### config.mk
export PLATFORM = sky130hd
export DESIGN_NAME = round_rect_vertex_generator_flat
export DESIGN_NICKNAME = d
export VERILOG_FILES = /design/src/hw/rtl/rrv_pkg.sv /design/src/hw/rtl/rrv_if.sv /design/src/hw/rtl/rrv_csr.sv /design/src/hw/rtl/rrv_builder.sv /design/src/hw/rtl/round_rect_vertex_generator.sv /design/src/flat_wrapper.sv
export SDC_FILE = /design/constraint.sdc
export NUM_CORES = 2
export LEC_CHECK = 0
export BUFFER_PORTS_ARGS = -buffer_cell sky130_fd_sc_hd__buf_2
export CELL_PAD_IN_SITES_DETAIL_PLACEMENT = 0
export CELL_PAD_IN_SITES_GLOBAL_PLACEMENT = 1
export CORE_UTILIZATION = 45
export DETAILED_ROUTE_END_ITERATION = 12
export PLACE_DENSITY_LB_ADDON = 0.1
export SLEW_MARGIN = 0
export SYNTH_ARGS = -nofsm -noshare
export SYNTH_HDL_FRONTEND = slang
export SYNTH_HIERARCHICAL = 1
export SYNTH_SLANG_ARGS = --single-unit
### constraint.sdc
create_clock -name clock -period 12 [get_ports clock]
set_input_delay 1.8 -clock clock [delete_from_list [all_inputs] [get_ports clock]]
set_output_delay 1.8 -clock clock [all_outputs]
set_load 0.005 [all_outputs]
### src/hw/rtl/rrv_pkg.sv
// Shared types, widths and constants for the rounded-rectangle vertex generator.
// No dependencies; every other RTL file uses this package.
package rrv_pkg;

   // transaction field widths
   localparam int COORD_W    = 16;   // input rectangle bound, whole pixels
   localparam int XY_W       = 21;   // vertex coordinate, 1/16 pixel
   localparam int VNUM_W     = 6;    // vertex number within a run
   localparam int OFF_W      = 15;   // one offset component, 1/16 pixel
   localparam int TRIG_W     = 16;   // Q1.15 sine / cosine
   localparam int RAD_W      = 16;   // signed radius, 1/16 pixel
   localparam int PROD_W     = TRIG_W + RAD_W;

   // offset RAM
   localparam int TBL_DEPTH  = 64;
   localparam int TBL_AW     = 6;
   localparam int TBL_DW     = 2 * OFF_W;

   // configuration registers
   localparam int RADIUS_W   = 10;
   localparam int SEG_W      = 3;
   localparam int BORDER_W   = 10;
   localparam int CSR_DW     = 32;
   localparam int CSR_AW     = 4;
   localparam int CSR_IDX_W  = 2;

   localparam logic [CSR_IDX_W-1:0] REG_CORNER_RADIUS = 2'd0;
   localparam logic [CSR_IDX_W-1:0] REG_SEGMENTS      = 2'd1;
   localparam logic [CSR_IDX_W-1:0] REG_BORDER_WIDTH  = 2'd2;
   localparam logic [CSR_IDX_W-1:0] REG_FRAME_MODE    = 2'd3;

   localparam logic [RADIUS_W-1:0] RESET_RADIUS   = 10'd8;
   localparam logic [SEG_W-1:0]    RESET_SEGMENTS = 3'd4;
   localparam logic [BORDER_W-1:0] RESET_BORDER   = 10'd2;
   localparam logic                RESET_FRAME    = 1'b0;

   // corner codes, clockwise from top-left
   localparam logic [1:0] CORNER_TL = 2'd0;
   localparam logic [1:0] CORNER_TR = 2'd1;
   localparam logic [1:0] CORNER_BR = 2'd2;
   localparam logic [1:0] CORNER_BL = 2'd3;

   // quarter-wave sine polynomial, Q30, odd terms x^11 down to x^1
   localparam longint Q30_ONE  = 64'sd1073741824;
   localparam longint POLY_C11 = -64'sd3864;
   localparam longint POLY_C9  = 64'sd172272;
   localparam longint POLY_C7  = -64'sd5026995;
   localparam longint POLY_C5  = 64'sd85569306;
   localparam longint POLY_C3  = -64'sd693598668;
   localparam longint POLY_C1  = 64'sd1686629713;

   typedef enum logic [1:0] {
      ST_IDLE,
      ST_BUILD,
      ST_EMIT,
      ST_DRAIN
   } ctrl_state_type;

   typedef struct packed {
      logic [RADIUS_W-1:0] corner_radius;
      logic [SEG_W-1:0]    segments;
      logic [SEG_W-1:0]    seg_eff;      // clamped to 1..MAX_SEGMENTS
      logic [BORDER_W-1:0] border_width;
      logic                frame_mode;
   } cfg_type;

   typedef struct packed {
      logic              we;
      logic              last;           // final entry of a rebuild
      logic [TBL_AW-1:0] addr;
      logic [TBL_DW-1:0] data;           // {y, x}
   } tbl_wr_type;

endpackage

### src/hw/rtl/rrv_if.sv
// Handshake channel interfaces: rectangle requests in, vertex responses out.
// Depends on rrv_pkg for field widths.
interface rrv_req_if;
   logic                               valid;
   logic                               ready;
   logic signed [rrv_pkg::COORD_W-1:0] rect_left;
   logic signed [rrv_pkg::COORD_W-1:0] rect_top;
   logic signed [rrv_pkg::COORD_W-1:0] rect_right;
   logic signed [rrv_pkg::COORD_W-1:0] rect_bottom;

   modport source (output valid, rect_left, rect_top, rect_right, rect_bottom,
                   input ready);
   modport sink   (input valid, rect_left, rect_top, rect_right, rect_bottom,
                   output ready);
endinterface

interface rrv_rsp_if;
   logic                            valid;
   logic                            ready;
   logic signed [rrv_pkg::XY_W-1:0] vertex_x;
   logic signed [rrv_pkg::XY_W-1:0] vertex_y;
   logic [rrv_pkg::VNUM_W-1:0]      vertex_number;
   logic                            last_vertex;

   modport source (output valid, vertex_x, vertex_y, vertex_number, last_vertex,
                   input ready);
   modport sink   (input valid, vertex_x, vertex_y, vertex_number, last_vertex,
                   output ready);
endinterface

### src/hw/rtl/rrv_csr.sv
// APB-style configuration registers with readback and segment-count clamping.
// Depends on rrv_pkg.
module rrv_csr #(
   parameter int MAX_SEGMENTS = 6
) (
   input  logic                          clock,
   input  logic                          reset,
   input  logic                          csr_psel,
   input  logic                          csr_penable,
   input  logic                          csr_pwrite,
   input  logic [rrv_pkg::CSR_AW-1:0]    csr_paddr,
   input  logic [rrv_pkg::CSR_DW-1:0]    csr_pwdata,
   output logic [rrv_pkg::CSR_DW-1:0]    csr_prdata,
   output logic                          csr_pready,
   output rrv_pkg::cfg_type              cfg,
   output logic                          cfg_written
);
   import rrv_pkg::*;

   localparam logic [SEG_W-1:0] MAX_SEG = SEG_W'(MAX_SEGMENTS);

   logic [RADIUS_W-1:0]  radius_ff;
   logic [SEG_W-1:0]     seg_ff;
   logic [BORDER_W-1:0]  border_ff;
   logic                 frame_ff;
   logic                 wr;
   logic [CSR_IDX_W-1:0] idx;
   logic [SEG_W-1:0]     seg_eff;

   assign wr          = csr_psel && csr_penable && csr_pwrite;
   assign idx         = csr_paddr[CSR_AW-1:2];
   assign csr_pready  = 1'b1;
   assign cfg_written = wr;

   always_ff @(posedge clock) begin
      if (reset) begin
         radius_ff <= RESET_RADIUS;
         seg_ff    <= RESET_SEGMENTS;
         border_ff <= RESET_BORDER;
         frame_ff  <= RESET_FRAME;
      end else if (wr) begin
         unique case (idx)
            REG_CORNER_RADIUS: radius_ff <= csr_pwdata[RADIUS_W-1:0];
            REG_SEGMENTS:      seg_ff    <= csr_pwdata[SEG_W-1:0];
            REG_BORDER_WIDTH:  border_ff <= csr_pwdata[BORDER_W-1:0];
            REG_FRAME_MODE:    frame_ff  <= csr_pwdata[0];
            default: ;
         endcase
      end
   end

   always_comb begin
      if (seg_ff == '0) begin
         seg_eff = SEG_W'(1);
      end else if (seg_ff > MAX_SEG) begin
         seg_eff = MAX_SEG;
      end else begin
         seg_eff = seg_ff;
      end
   end

   always_comb begin
      unique case (idx)
         REG_CORNER_RADIUS: csr_prdata = CSR_DW'(radius_ff);
         REG_SEGMENTS:      csr_prdata = CSR_DW'(seg_ff);
         REG_BORDER_WIDTH:  csr_prdata = CSR_DW'(border_ff);
         REG_FRAME_MODE:    csr_prdata = CSR_DW'(frame_ff);
         default:           csr_prdata = '0;
      endcase
   end

   assign cfg = '{corner_radius: radius_ff, segments: seg_ff, seg_eff: seg_eff,
                  border_width: border_ff, frame_mode: frame_ff};

endmodule

### src/hw/rtl/rrv_builder.sv
// Offset table rebuild sequencer: trig ROM, radius multiply, rounding, RAM write port.
// Depends on rrv_pkg; trig ROM contents are fixed at elaboration from the parameters.
module rrv_builder #(
   parameter int MAX_SEGMENTS     = 6,
   parameter int SINE_TABLE_DEPTH = 256
) (
   input  logic                 clock,
   input  logic                 reset,
   input  logic                 start,
   input  rrv_pkg::cfg_type     cfg,
   output rrv_pkg::tbl_wr_type  tbl_wr
);
   import rrv_pkg::*;

   localparam int ROW_W = (MAX_SEGMENTS > 1) ? $clog2(MAX_SEGMENTS) : 1;
   localparam int COL_W = $clog2(4 * MAX_SEGMENTS + 1);
   localparam int ROWS  = 1 << ROW_W;
   localparam int COLS  = 1 << COL_W;

   // Q15 sine at t quarter-turns/D, t in [0, 4D)
   function automatic int sine_q15(input int t);
      longint x;
      longint x2;
      longint acc;
      longint s;
      int     q;
      int     r;
      int     v;
      q = (t / SINE_TABLE_DEPTH) & 3;
      r = t % SINE_TABLE_DEPTH;
      x = (longint'(r) <<< 30) / SINE_TABLE_DEPTH;
      if ((q & 1) != 0) x = Q30_ONE - x;
      x2  = (x * x) / Q30_ONE;
      acc = POLY_C11;
      acc = POLY_C9 + (acc * x2) / Q30_ONE;
      acc = POLY_C7 + (acc * x2) / Q30_ONE;
      acc = POLY_C5 + (acc * x2) / Q30_ONE;
      acc = POLY_C3 + (acc * x2) / Q30_ONE;
      acc = POLY_C1 + (acc * x2) / Q30_ONE;
      s   = (acc * x) / Q30_ONE;
      if (s < 0) s = 0;
      v = int'((s + 64'sd16384) / 64'sd32768);
      if (v > 32767) v = 32767;
      return (q >= 2) ? -v : v;
   endfunction

   logic signed [TRIG_W-1:0] cos_rom [0:ROWS-1][0:COLS-1];
   logic signed [TRIG_W-1:0] sin_rom [0:ROWS-1][0:COLS-1];

   for (genvar gs = 0; gs < ROWS; gs++) begin : g_row
      for (genvar gn = 0; gn < COLS; gn++) begin : g_col
         if (gs < MAX_SEGMENTS && gn <= 4 * (gs + 1)) begin : g_pt
            localparam int SEG = gs + 1;
            localparam int P   = ((gn * SINE_TABLE_DEPTH + 2 * SEG) / (4 * SEG))
                                 % SINE_TABLE_DEPTH;
            localparam int T   = 4 * P;
            localparam int TC  = (T + SINE_TABLE_DEPTH) % (4 * SINE_TABLE_DEPTH);
            localparam logic signed [TRIG_W-1:0] COS_V = TRIG_W'(sine_q15(TC));
            localparam logic signed [TRIG_W-1:0] SIN_V = TRIG_W'(sine_q15(T));
            assign cos_rom[gs][gn] = COS_V;
            assign sin_rom[gs][gn] = SIN_V;
         end else begin : g_pad
            assign cos_rom[gs][gn] = '0;
            assign sin_rom[gs][gn] = '0;
         end
      end
   end

   // sequencer
   logic              busy_ff;
   logic [1:0]        i_ff;
   logic [SEG_W-1:0]  j_ff;
   logic [COL_W-1:0]  n_ff;
   logic              inner_ff;
   logic              wrap_ff;
   logic [TBL_AW-1:0] idx_ff;

   // multiply stage
   logic                     p_vld_ff;
   logic                     p_last_ff;
   logic [TBL_AW-1:0]        p_idx_ff;
   logic signed [PROD_W-1:0] prod_c_ff;
   logic signed [PROD_W-1:0] prod_s_ff;

   logic [SEG_W-1:0]         seg_m1;
   logic [ROW_W-1:0]         row;
   logic signed [RADIUS_W:0] rdiff;
   logic signed [RAD_W-1:0]  r_in;
   logic signed [RAD_W-1:0]  r_out;
   logic signed [RAD_W-1:0]  rad;
   logic signed [TRIG_W-1:0] cos_v;
   logic signed [TRIG_W-1:0] sin_v;
   logic                     step_outer;
   logic                     ends_here;
   logic signed [PROD_W-1:0] w_c;
   logic signed [PROD_W-1:0] w_s;

   assign seg_m1 = cfg.seg_eff - SEG_W'(1);
   assign row    = seg_m1[ROW_W-1:0];
   assign rdiff  = $signed({1'b0, cfg.corner_radius}) - $signed({1'b0, cfg.border_width});
   assign r_in   = {rdiff[RADIUS_W], rdiff, 4'b0000};
   assign r_out  = {2'b00, cfg.corner_radius, 4'b0000};
   assign rad    = inner_ff ? r_in : r_out;
   assign cos_v  = cos_rom[row][n_ff];
   assign sin_v  = sin_rom[row][n_ff];

   // outer point (or the only point) of this angle is being produced
   assign step_outer = !(cfg.frame_mode && inner_ff);
   assign ends_here  = step_outer &&
                       (wrap_ff || (j_ff == cfg.seg_eff && i_ff == 2'd3 && !cfg.frame_mode));

   always_ff @(posedge clock) begin
      if (reset) begin
         busy_ff  <= 1'b0;
         p_vld_ff <= 1'b0;
      end else begin
         p_vld_ff <= busy_ff;
         if (start) begin
            busy_ff <= 1'b1;
         end else if (busy_ff && ends_here) begin
            busy_ff <= 1'b0;
         end
      end
   end

   always_ff @(posedge clock) begin
      if (start) begin
         i_ff     <= '0;
         j_ff     <= '0;
         n_ff     <= '0;
         idx_ff   <= '0;
         inner_ff <= cfg.frame_mode;
         wrap_ff  <= 1'b0;
      end else if (busy_ff) begin
         idx_ff <= idx_ff + TBL_AW'(1);
         if (!step_outer) begin
            inner_ff <= 1'b0;
         end else begin
            inner_ff <= cfg.frame_mode;
            if (!wrap_ff) begin
               if (j_ff == cfg.seg_eff) begin
                  j_ff <= '0;
                  if (i_ff == 2'd3) begin
                     wrap_ff <= 1'b1;      // frame mode repeats the first pair
                     n_ff    <= '0;
                  end else begin
                     i_ff <= i_ff + 2'd1;  // shared angle, n stays
                  end
               end else begin
                  j_ff <= j_ff + SEG_W'(1);
                  n_ff <= n_ff + COL_W'(1);
               end
            end
         end
      end
   end

   always_ff @(posedge clock) begin
      p_last_ff <= ends_here;
      p_idx_ff  <= idx_ff;
      prod_c_ff <= cos_v * rad;
      prod_s_ff <= sin_v * rad;
   end

   // offset = floor((-trig*r + 2^14) / 2^15)
   assign w_c = -prod_c_ff + PROD_W'(16384);
   assign w_s = -prod_s_ff + PROD_W'(16384);

   assign tbl_wr = '{we:   p_vld_ff,
                     last: p_last_ff,
                     addr: p_idx_ff,
                     data: {w_s[OFF_W+14:15], w_c[OFF_W+14:15]}};

endmodule

### src/hw/rtl/round_rect_vertex_generator.sv
// Rounded-rectangle vertex generator. One rectangle gives 4(S+1) vertices, 8(S+1)+2 in frame mode.
// A rectangle accepted with a stale table waits for the offset table to be rebuilt first.
// Throughput: one vertex per cycle while the output is not stalled, paced by the single read
// port of the offset RAM; the next rectangle is taken only once the previous one's reads are done.
// Reset (synchronous): control cleared, registers to defaults, table marked stale; the RAM is
// left undefined and is always rebuilt before it is read, so there is no clearing pass.
module round_rect_vertex_generator #(
   parameter int MAX_SEGMENTS     = 6,
   parameter int SINE_TABLE_DEPTH = 256
) (
   input  logic                       clock,
   input  logic                       reset,
   rrv_req_if.sink                    req_bus,
   rrv_rsp_if.source                  rsp_bus,
   input  logic                       csr_psel,
   input  logic                       csr_penable,
   input  logic                       csr_pwrite,
   input  logic [rrv_pkg::CSR_AW-1:0] csr_paddr,
   input  logic [rrv_pkg::CSR_DW-1:0] csr_pwdata,
   output logic [rrv_pkg::CSR_DW-1:0] csr_prdata,
   output logic                       csr_pready
);
   import rrv_pkg::*;

   cfg_type        cfg;
   logic           cfg_written;
   tbl_wr_type     tbl_wr;
   ctrl_state_type state_ff, state_in;

   logic table_valid_ff;
   logic req_ready;
   logic req_acc;
   logic build_start;
   logic issue;
   logic build_done;

   // -------------------------------------------------------------------
   // configuration and table rebuild
   // -------------------------------------------------------------------
   rrv_csr #(
      .MAX_SEGMENTS (MAX_SEGMENTS)
   ) u_csr (
      .clock       (clock),
      .reset       (reset),
      .csr_psel    (csr_psel),
      .csr_penable (csr_penable),
      .csr_pwrite  (csr_pwrite),
      .csr_paddr   (csr_paddr),
      .csr_pwdata  (csr_pwdata),
      .csr_prdata  (csr_prdata),
      .csr_pready  (csr_pready),
      .cfg         (cfg),
      .cfg_written (cfg_written)
   );

   rrv_builder #(
      .MAX_SEGMENTS     (MAX_SEGMENTS),
      .SINE_TABLE_DEPTH (SINE_TABLE_DEPTH)
   ) u_builder (
      .clock  (clock),
      .reset  (reset),
      .start  (build_start),
      .cfg    (cfg),
      .tbl_wr (tbl_wr)
   );

   assign build_done = tbl_wr.we && tbl_wr.last;

   // any register write makes the cached offsets stale
   always_ff @(posedge clock) begin
      if (reset) begin
         table_valid_ff <= 1'b0;
      end else if (cfg_written) begin
         table_valid_ff <= 1'b0;
      end else if (build_done) begin
         table_valid_ff <= 1'b1;
      end
   end

   // -------------------------------------------------------------------
   // offset RAM: {y, x} per vertex slot, one write and one read port
   // -------------------------------------------------------------------
   logic [TBL_DW-1:0] offset_ram [0:TBL_DEPTH-1];
   logic [TBL_DW-1:0] ram_q_ff;
   logic [TBL_AW-1:0] rd_addr;

   always_ff @(posedge clock) begin
      if (tbl_wr.we) begin
         offset_ram[tbl_wr.addr] <= tbl_wr.data;
      end
      ram_q_ff <= offset_ram[rd_addr];
   end

   // -------------------------------------------------------------------
   // transaction capture: corner centres and run lengths
   // -------------------------------------------------------------------
   logic signed [XY_W-1:0] cx_lo_ff, cx_hi_ff, cy_lo_ff, cy_hi_ff;
   logic [VNUM_W-1:0]      count_last_ff;
   logic [3:0]             pc_last_ff;
   logic signed [XY_W-1:0] rad21;
   logic signed [XY_W-1:0] l21, t21, r21, b21;

   assign req_acc = req_bus.valid && req_ready;
   assign rad21   = {7'b0, cfg.corner_radius, 4'b0000};
   assign l21     = {req_bus.rect_left[COORD_W-1], req_bus.rect_left, 4'b0000};
   assign t21     = {req_bus.rect_top[COORD_W-1], req_bus.rect_top, 4'b0000};
   assign r21     = {req_bus.rect_right[COORD_W-1], req_bus.rect_right, 4'b0000};
   assign b21     = {req_bus.rect_bottom[COORD_W-1], req_bus.rect_bottom, 4'b0000};

   always_ff @(posedge clock) begin
      if (req_acc) begin
         cx_lo_ff <= l21 + rad21;
         cx_hi_ff <= r21 - rad21;
         cy_lo_ff <= t21 + rad21;
         cy_hi_ff <= b21 - rad21;
         if (cfg.frame_mode) begin
            pc_last_ff    <= {cfg.seg_eff, 1'b1};                 // 2(S+1)-1
            count_last_ff <= {cfg.seg_eff, 3'b000} + VNUM_W'(9);  // 8(S+1)+2-1
         end else begin
            pc_last_ff    <= {1'b0, cfg.seg_eff};                 // S
            count_last_ff <= {1'b0, cfg.seg_eff, 2'b11};          // 4(S+1)-1
         end
      end
   end

   // -------------------------------------------------------------------
   // control
   // -------------------------------------------------------------------
   logic              d_vld_ff;
   logic              d_adv;
   logic              o_vld_ff;
   logic              o_adv;
   logic [VNUM_W-1:0] v_ff;

   always_ff @(posedge clock) begin
      if (reset) begin
         state_ff <= ST_IDLE;
      end else begin
         state_ff <= state_in;
      end
   end

   always_comb begin
      state_in    = state_ff;
      req_ready   = 1'b0;
      build_start = 1'b0;
      issue       = 1'b0;
      unique case (state_ff)
         ST_IDLE: begin
            req_ready = 1'b1;
            if (req_bus.valid) begin
               if (table_valid_ff) begin
                  state_in = ST_EMIT;
               end else begin
                  state_in    = ST_BUILD;
                  build_start = 1'b1;
               end
            end
         end
         ST_BUILD: begin
            if (build_done) state_in = ST_EMIT;
         end
         ST_EMIT: begin
            issue = d_adv;
            if (d_adv && v_ff == count_last_ff) state_in = ST_DRAIN;
         end
         ST_DRAIN: begin
            // hold the RAM until the last read has left the data stage
            if (!d_vld_ff) state_in = ST_IDLE;
         end
         default: state_in = ST_IDLE;
      endcase
   end

   assign req_bus.ready = req_ready;

   // -------------------------------------------------------------------
   // emission: read issue -> data stage (RAM output) -> output register
   // -------------------------------------------------------------------
   logic [3:0]        k_ff;
   logic [1:0]        corner_ff;
   logic [TBL_AW-1:0] d_addr_ff;
   logic [1:0]        d_corner_ff;
   logic              d_last_ff;

   assign o_adv = !o_vld_ff || rsp_bus.ready;
   assign d_adv = !d_vld_ff || o_adv;

   // a stalled data stage re-reads its own entry so the RAM output holds
   assign rd_addr = issue ? v_ff : d_addr_ff;

   always_ff @(posedge clock) begin
      if (req_acc) begin
         v_ff      <= '0;
         k_ff      <= '0;
         corner_ff <= CORNER_TL;
      end else if (issue) begin
         v_ff <= v_ff + VNUM_W'(1);
         if (k_ff == pc_last_ff) begin
            k_ff      <= '0;
            corner_ff <= corner_ff + 2'd1;   // wraps to top-left for the frame repeat
         end else begin
            k_ff <= k_ff + 4'd1;
         end
      end
   end

   always_ff @(posedge clock) begin
      if (reset) begin
         d_vld_ff <= 1'b0;
      end else if (d_adv) begin
         d_vld_ff <= issue;
      end
   end

   always_ff @(posedge clock) begin
      if (issue) begin
         d_addr_ff   <= v_ff;
         d_corner_ff <= corner_ff;
         d_last_ff   <= (v_ff == count_last_ff);
      end
   end

   // vertex = corner centre + offset
   logic signed [XY_W-1:0] cx_sel, cy_sel;
   logic signed [XY_W-1:0] off_x, off_y;
   logic signed [XY_W-1:0] o_x_ff, o_y_ff;
   logic [VNUM_W-1:0]      o_num_ff;
   logic                   o_last_ff;

   always_comb begin
      case (d_corner_ff)
         CORNER_TL: begin cx_sel = cx_lo_ff; cy_sel = cy_lo_ff; end
         CORNER_TR: begin cx_sel = cx_hi_ff; cy_sel = cy_lo_ff; end
         CORNER_BR: begin cx_sel = cx_hi_ff; cy_sel = cy_hi_ff; end
         CORNER_BL: begin cx_sel = cx_lo_ff; cy_sel = cy_hi_ff; end
         default:   begin cx_sel = cx_lo_ff; cy_sel = cy_lo_ff; end
      endcase
   end

   assign off_x = {{(XY_W-OFF_W){ram_q_ff[OFF_W-1]}}, ram_q_ff[OFF_W-1:0]};
   assign off_y = {{(XY_W-OFF_W){ram_q_ff[TBL_DW-1]}}, ram_q_ff[TBL_DW-1:OFF_W]};

   always_ff @(posedge clock) begin
      if (reset) begin
         o_vld_ff <= 1'b0;
      end else if (o_adv) begin
         o_vld_ff <= d_vld_ff;
      end
   end

   always_ff @(posedge clock) begin
      if (o_adv) begin
         o_x_ff    <= cx_sel + off_x;
         o_y_ff    <= cy_sel + off_y;
         o_num_ff  <= d_addr_ff;
         o_last_ff <= d_last_ff;
      end
   end

   assign rsp_bus.valid         = o_vld_ff;
   assign rsp_bus.vertex_x      = o_x_ff;
   assign rsp_bus.vertex_y      = o_y_ff;
   assign rsp_bus.vertex_number = o_num_ff;
   assign rsp_bus.last_vertex   = o_last_ff;

   // -------------------------------------------------------------------
   // assertions
   // -------------------------------------------------------------------
   a_wr_in_build: assert property (@(posedge clock) disable iff (reset)
      tbl_wr.we |-> (state_ff == ST_BUILD))
      else $error("offset RAM written outside a rebuild");

   a_emit_table_valid: assert property (@(posedge clock) disable iff (reset)
      (state_ff == ST_EMIT) |-> table_valid_ff)
      else $error("emitting from a stale offset table");

   a_accept_drained: assert property (@(posedge clock) disable iff (reset)
      req_acc |-> !d_vld_ff)
      else $error("transaction accepted with a RAM read still in flight");

   a_data_stage_state: assert property (@(posedge clock) disable iff (reset)
      d_vld_ff |-> (state_ff == ST_EMIT || state_ff == ST_DRAIN))
      else $error("data stage busy outside emission");

endmodule

### src/flat_wrapper.sv
// flat-port wrapper written by rule: the top's interface ports become plain ports
module round_rect_vertex_generator_flat import rrv_pkg::*;
#(
   parameter int MAX_SEGMENTS     = 6,
   parameter int SINE_TABLE_DEPTH = 256
)
  (clock, reset, csr_psel, csr_penable, csr_pwrite, csr_paddr, csr_pwdata, csr_prdata, csr_pready, req_bus_valid, req_bus_rect_left, req_bus_rect_top, req_bus_rect_right, req_bus_rect_bottom, req_bus_ready, rsp_bus_valid, rsp_bus_vertex_x, rsp_bus_vertex_y, rsp_bus_vertex_number, rsp_bus_last_vertex, rsp_bus_ready);
  rrv_req_if req_bus_i ();
  rrv_rsp_if rsp_bus_i ();
  input  logic clock;
  input  logic reset;
  input  logic csr_psel;
  input  logic csr_penable;
  input  logic csr_pwrite;
  input  logic [rrv_pkg::CSR_AW-1:0] csr_paddr;
  input  logic [rrv_pkg::CSR_DW-1:0] csr_pwdata;
  output logic [rrv_pkg::CSR_DW-1:0] csr_prdata;
  output logic csr_pready;
  input wire logic [$bits(req_bus_i.valid)-1:0] req_bus_valid;
  input wire logic [$bits(req_bus_i.rect_left)-1:0] req_bus_rect_left;
  input wire logic [$bits(req_bus_i.rect_top)-1:0] req_bus_rect_top;
  input wire logic [$bits(req_bus_i.rect_right)-1:0] req_bus_rect_right;
  input wire logic [$bits(req_bus_i.rect_bottom)-1:0] req_bus_rect_bottom;
  output wire logic [$bits(req_bus_i.ready)-1:0] req_bus_ready;
  output wire logic [$bits(rsp_bus_i.valid)-1:0] rsp_bus_valid;
  output wire logic [$bits(rsp_bus_i.vertex_x)-1:0] rsp_bus_vertex_x;
  output wire logic [$bits(rsp_bus_i.vertex_y)-1:0] rsp_bus_vertex_y;
  output wire logic [$bits(rsp_bus_i.vertex_number)-1:0] rsp_bus_vertex_number;
  output wire logic [$bits(rsp_bus_i.last_vertex)-1:0] rsp_bus_last_vertex;
  input wire logic [$bits(rsp_bus_i.ready)-1:0] rsp_bus_ready;
  assign req_bus_i.valid = req_bus_valid;
  assign req_bus_i.rect_left = req_bus_rect_left;
  assign req_bus_i.rect_top = req_bus_rect_top;
  assign req_bus_i.rect_right = req_bus_rect_right;
  assign req_bus_i.rect_bottom = req_bus_rect_bottom;
  assign req_bus_ready = req_bus_i.ready;
  assign rsp_bus_valid = rsp_bus_i.valid;
  assign rsp_bus_vertex_x = rsp_bus_i.vertex_x;
  assign rsp_bus_vertex_y = rsp_bus_i.vertex_y;
  assign rsp_bus_vertex_number = rsp_bus_i.vertex_number;
  assign rsp_bus_last_vertex = rsp_bus_i.last_vertex;
  assign rsp_bus_i.ready = rsp_bus_ready;
  round_rect_vertex_generator #(.MAX_SEGMENTS(MAX_SEGMENTS), .SINE_TABLE_DEPTH(SINE_TABLE_DEPTH)) u_core (.clock(clock), .reset(reset), .req_bus(req_bus_i), .rsp_bus(rsp_bus_i), .csr_psel(csr_psel), .csr_penable(csr_penable), .csr_pwrite(csr_pwrite), .csr_paddr(csr_paddr), .csr_pwdata(csr_pwdata), .csr_prdata(csr_prdata), .csr_pready(csr_pready));
endmodule
==> results.ini <==
[synthesis]
netlist_area_pre_place_mm2=0.1069
ys_top_cells_by_area=edfxtp_1, fa_1, nand2_1
number_of_synthesized_flops_with_an_enable_pin=2050
yosys_warnings=6
yosysTopAreaCellShare_pct=57.60
register_bit_count_reported_by_yosys=2205
netlist-cell-type-count=99
synth_flop_cell=edfxtp_1
post-synth-top-area-cell=edfxtp_1
synth-seq-area-share_pct=60.50
synth_async_sr_flop_share_pct=0
synthCells=8370
syn-mean-instance-area_um2=12.77

[worst_setup_path]
endpoint=u_core/u_builder/prod_s_ff[28]
worst-endpoint-arrival_ns=11.10
timing.critical_path.from_type=register
timing.critical_path.required_ns=12.82
setup.worst_path.start=u_core/u_csr/seg_ff[2]
worstPathMaxFanout=22
worst_path_largest_cell_delay_ns=0.70
reg2regPathDepth=33
timing.reg2reg.setup_slack_ns=1.71
cpMostUsedCell=fa_1
critical-path-slowest-cell=a2111oi_0
worstSetupEndpointType=register
criticalPathCategory=reg2reg
regToRegEndpoint=u_core/u_builder/prod_s_ff[28]
critical_path.reg2reg.startpoint=u_core/u_csr/seg_ff[2]

[global_route]
grt_pass1_vias=67490
grt_antenna_before_repair=24
grt_pass1_wl_um=465400
grt_util_all_layers_pct=26.78
grt_start_max_net_pins=133
globalRoute.totalOverflow=0

[sta]
timing.final.setup_violations=0
post-route-period-util_pct=85.71
max_freq_ghz=0.09722
hold_slack_ns=0.3682
timing.final.crit_period_ns=10.29
final-max-slew-violation-count=0
least_margin_pin_slew_ns=1.351
finalClockSkew_ns=0.06063
max-slew-margin-rel_pct=9.914
fin_setup_tns_ns=0
final_hold_viol_count=0
rsz0062_at_grt=false

[place]
weighted_congestion_at_the_end_of_routability_driven_global_placement=0.9318
port_buffer_count=143
placement.cell_area_mm2=0.1119
detailed_place_hpwl_um=193000

[finish]
final.fill_count=20600
finish.net_count=9186
final_common_cell=edfxtp_1
area_of_the_multi_input_gates_mm2=0.03904
final_core_utilization_pct=50.46
post_route_cells_drive_above_1_share_pct=12.03
finish.instance_area_mm2=0.1189
area.growth.synth_to_final_pct=11.25
regArea_mm2=0.06467
layout.cells.most_common_list=edfxtp_1, nand2_1, inv_1, nand3_1, nor2_1

[routing]
first_pass_iters=7
detail_route.wirelength_um=322800
detail-route-antenna-nets=0
route.detailed.vias_per_inst=5.848
drcViolationCount=0
routedWlPerCell_um=27.33
first_iter_violations=7081
total_number_of_vias=69080

[floorplan]
floorplan.die_area_mm2=0.2394
die_ht_um=489.3
placementRows=178
core_region_area_mm2=0.2356
die_width_um=489.3
boundaryPins=191
initial_core_util_pct=45.36

[clocking]
clock_sinks=2205
insertion_delay_ns=0.89
cts_max_level=4
clk_root_buffer_cell=clkbuf_16
postCtsHoldBufs=0
cts_tree=done
quantity_of_gates_resized_following_cts=0
ctsLongestPathBuffers=3
postCtsSetupRepairBufs=0
inserted_clock_buffers=221
clk_pin_slew_ns=0.06

[min_path]
min_path_cells=0
hold_path_class=reg2reg

[pwr]
total_leakage_power_uw=0.04317
p_per_area_mw_per_mm2=245.0
vdd.ir_drop.worst_mv=0.3912

[run_status]
outcome=finished, final reports clean

[job]
maxCapViolations=0

==> critical path: cells and delay by family, from the launching register on <==
kind	cells	cell delay (ns)
and+or+nand+nor	3	0.97
DFF	1	0.29
adders and majority gates	8	3.31
AOI/OAI and AO/OA	13	3.73
buffers and inverters	7	1.49
xor gates and xnor gates	2	0.42
==> sequential cells by signal, summed over array words and instances (netlist names), 17 cells and up <==
register                    count
u_core/ram_q_ff                30
u_core/cx_lo_ff                17
u_core/u_builder/prod_s_ff     26
u_core/cx_hi_ff                17
u_core/rsp_bus.vertex_x        21
u_core/offset_ram            1920
u_core/cy_lo_ff                17
u_core/u_builder/prod_c_ff     26
u_core/cy_hi_ff                17
u_core/rsp_bus.vertex_y        21
==> logic make-up (layout without fill, tap and decap cells) <==
group / after synthesis / after routing / share of synthesized area, %
AO/OA/AOI/OAI: 1137 / 1137 / 7.278
buffers and inverters: 954 / 1211 / 3.901
multiplexers: 366 / 366 / 5.052
AND/OR/NAND/NOR: 2908 / 2908 / 12.16
XOR/XNOR: 195 / 195 / 1.628
other: 2 / 37 / 0.007027
flip-flops: 2205 / 2205 / 60.50
adder cells (fa/ha/maj): 603 / 603 / 9.469
==> synth_stat cells (167+ instances only) <==
library cell and count:
a31oi_1 167, a21oi_1 199, and3_1 169, ha_1 260, o21ai_0 189, edfxtp_1 2050
nor2_1 458, fa_1 343, nand3_1 416, inv_1 429, clkbuf_1 248, mux2i_1 187
nand2_1 1473
==> through the flow <==
step / setup WS, ns / total power (uW) / instances
finish: 1.715 / 29120 / 11810
detailed placement: 1.911 / 22630 / 11400
floorplan: 2.754 / 18730 / 8391
CTS: 1.910 / 29360 / 11800
global route: 1.280 / 30840 / 11810
global placement: 1.829 / 22500 / 11400
==> layer usage <==
| metal | global-route usage (%) | up-vias | share of wire, % | routed length, um |
|---|---|---|---|---|
| met1 | 37.77 | 35640 | 43 | 140400 |
| met3 | 3.484 | 483 | 6.3 | 20260 |
| met4 | 7.900 | 6 | 2.7 | 8820 |
| met2 | 43.29 | 2372 | 47 | 153300 |
| met5 | 0 | - | 0.014 | 46 |
| li1 | - | 30580 | - | - |
==> final cells by class <==
type | count | share of cell area, %
Inverter | 437 | 1.394
Multi-Input combinational cell | 5232 | 32.83
Tap cell | 3150 | 3.315
Timing Repair Buffer | 379 | 2.187
Sequential cell | 2205 | 54.39
Clock inverter | 109 | 0.8545
Clock buffer | 286 | 4.994
Antenna cell | 14 | 0.02947
==> power breakdown <==
| part | switching (uW) | internal [uW] | total, uW | leakage, uW |
|---|---|---|---|---|
| clock | 2940 | 3720 | 6670 | 0.00338 |
| combinational | 7820 | 4080 | 11900 | 0.0201 |
| sequential | 284 | 10300 | 10600 | 0.0197 |
| total | 11000 | 18100 | 29100 | 0.0432 |
==> worst min path at each step <==
stage | from | to | slack, ns
final | u_core/u_builder/idx_ff[5] | u_core/u_builder/p_idx_ff[5] | 0.37
after detailed placement | u_core/u_builder/idx_ff[5] | u_core/u_builder/p_idx_ff[5] | 0.36
after CTS | u_core/u_builder/idx_ff[5] | u_core/u_builder/p_idx_ff[5] | 0.37
after global placement | u_core/u_builder/idx_ff[5] | u_core/u_builder/p_idx_ff[5] | 0.35
after global routing | u_core/u_builder/idx_ff[5] | u_core/u_builder/p_idx_ff[5] | 0.38
after floorplan | u_core/u_builder/idx_ff[5] | u_core/u_builder/p_idx_ff[5] | 0.34
Note: power is estimated with default switching activity, not from simulation.
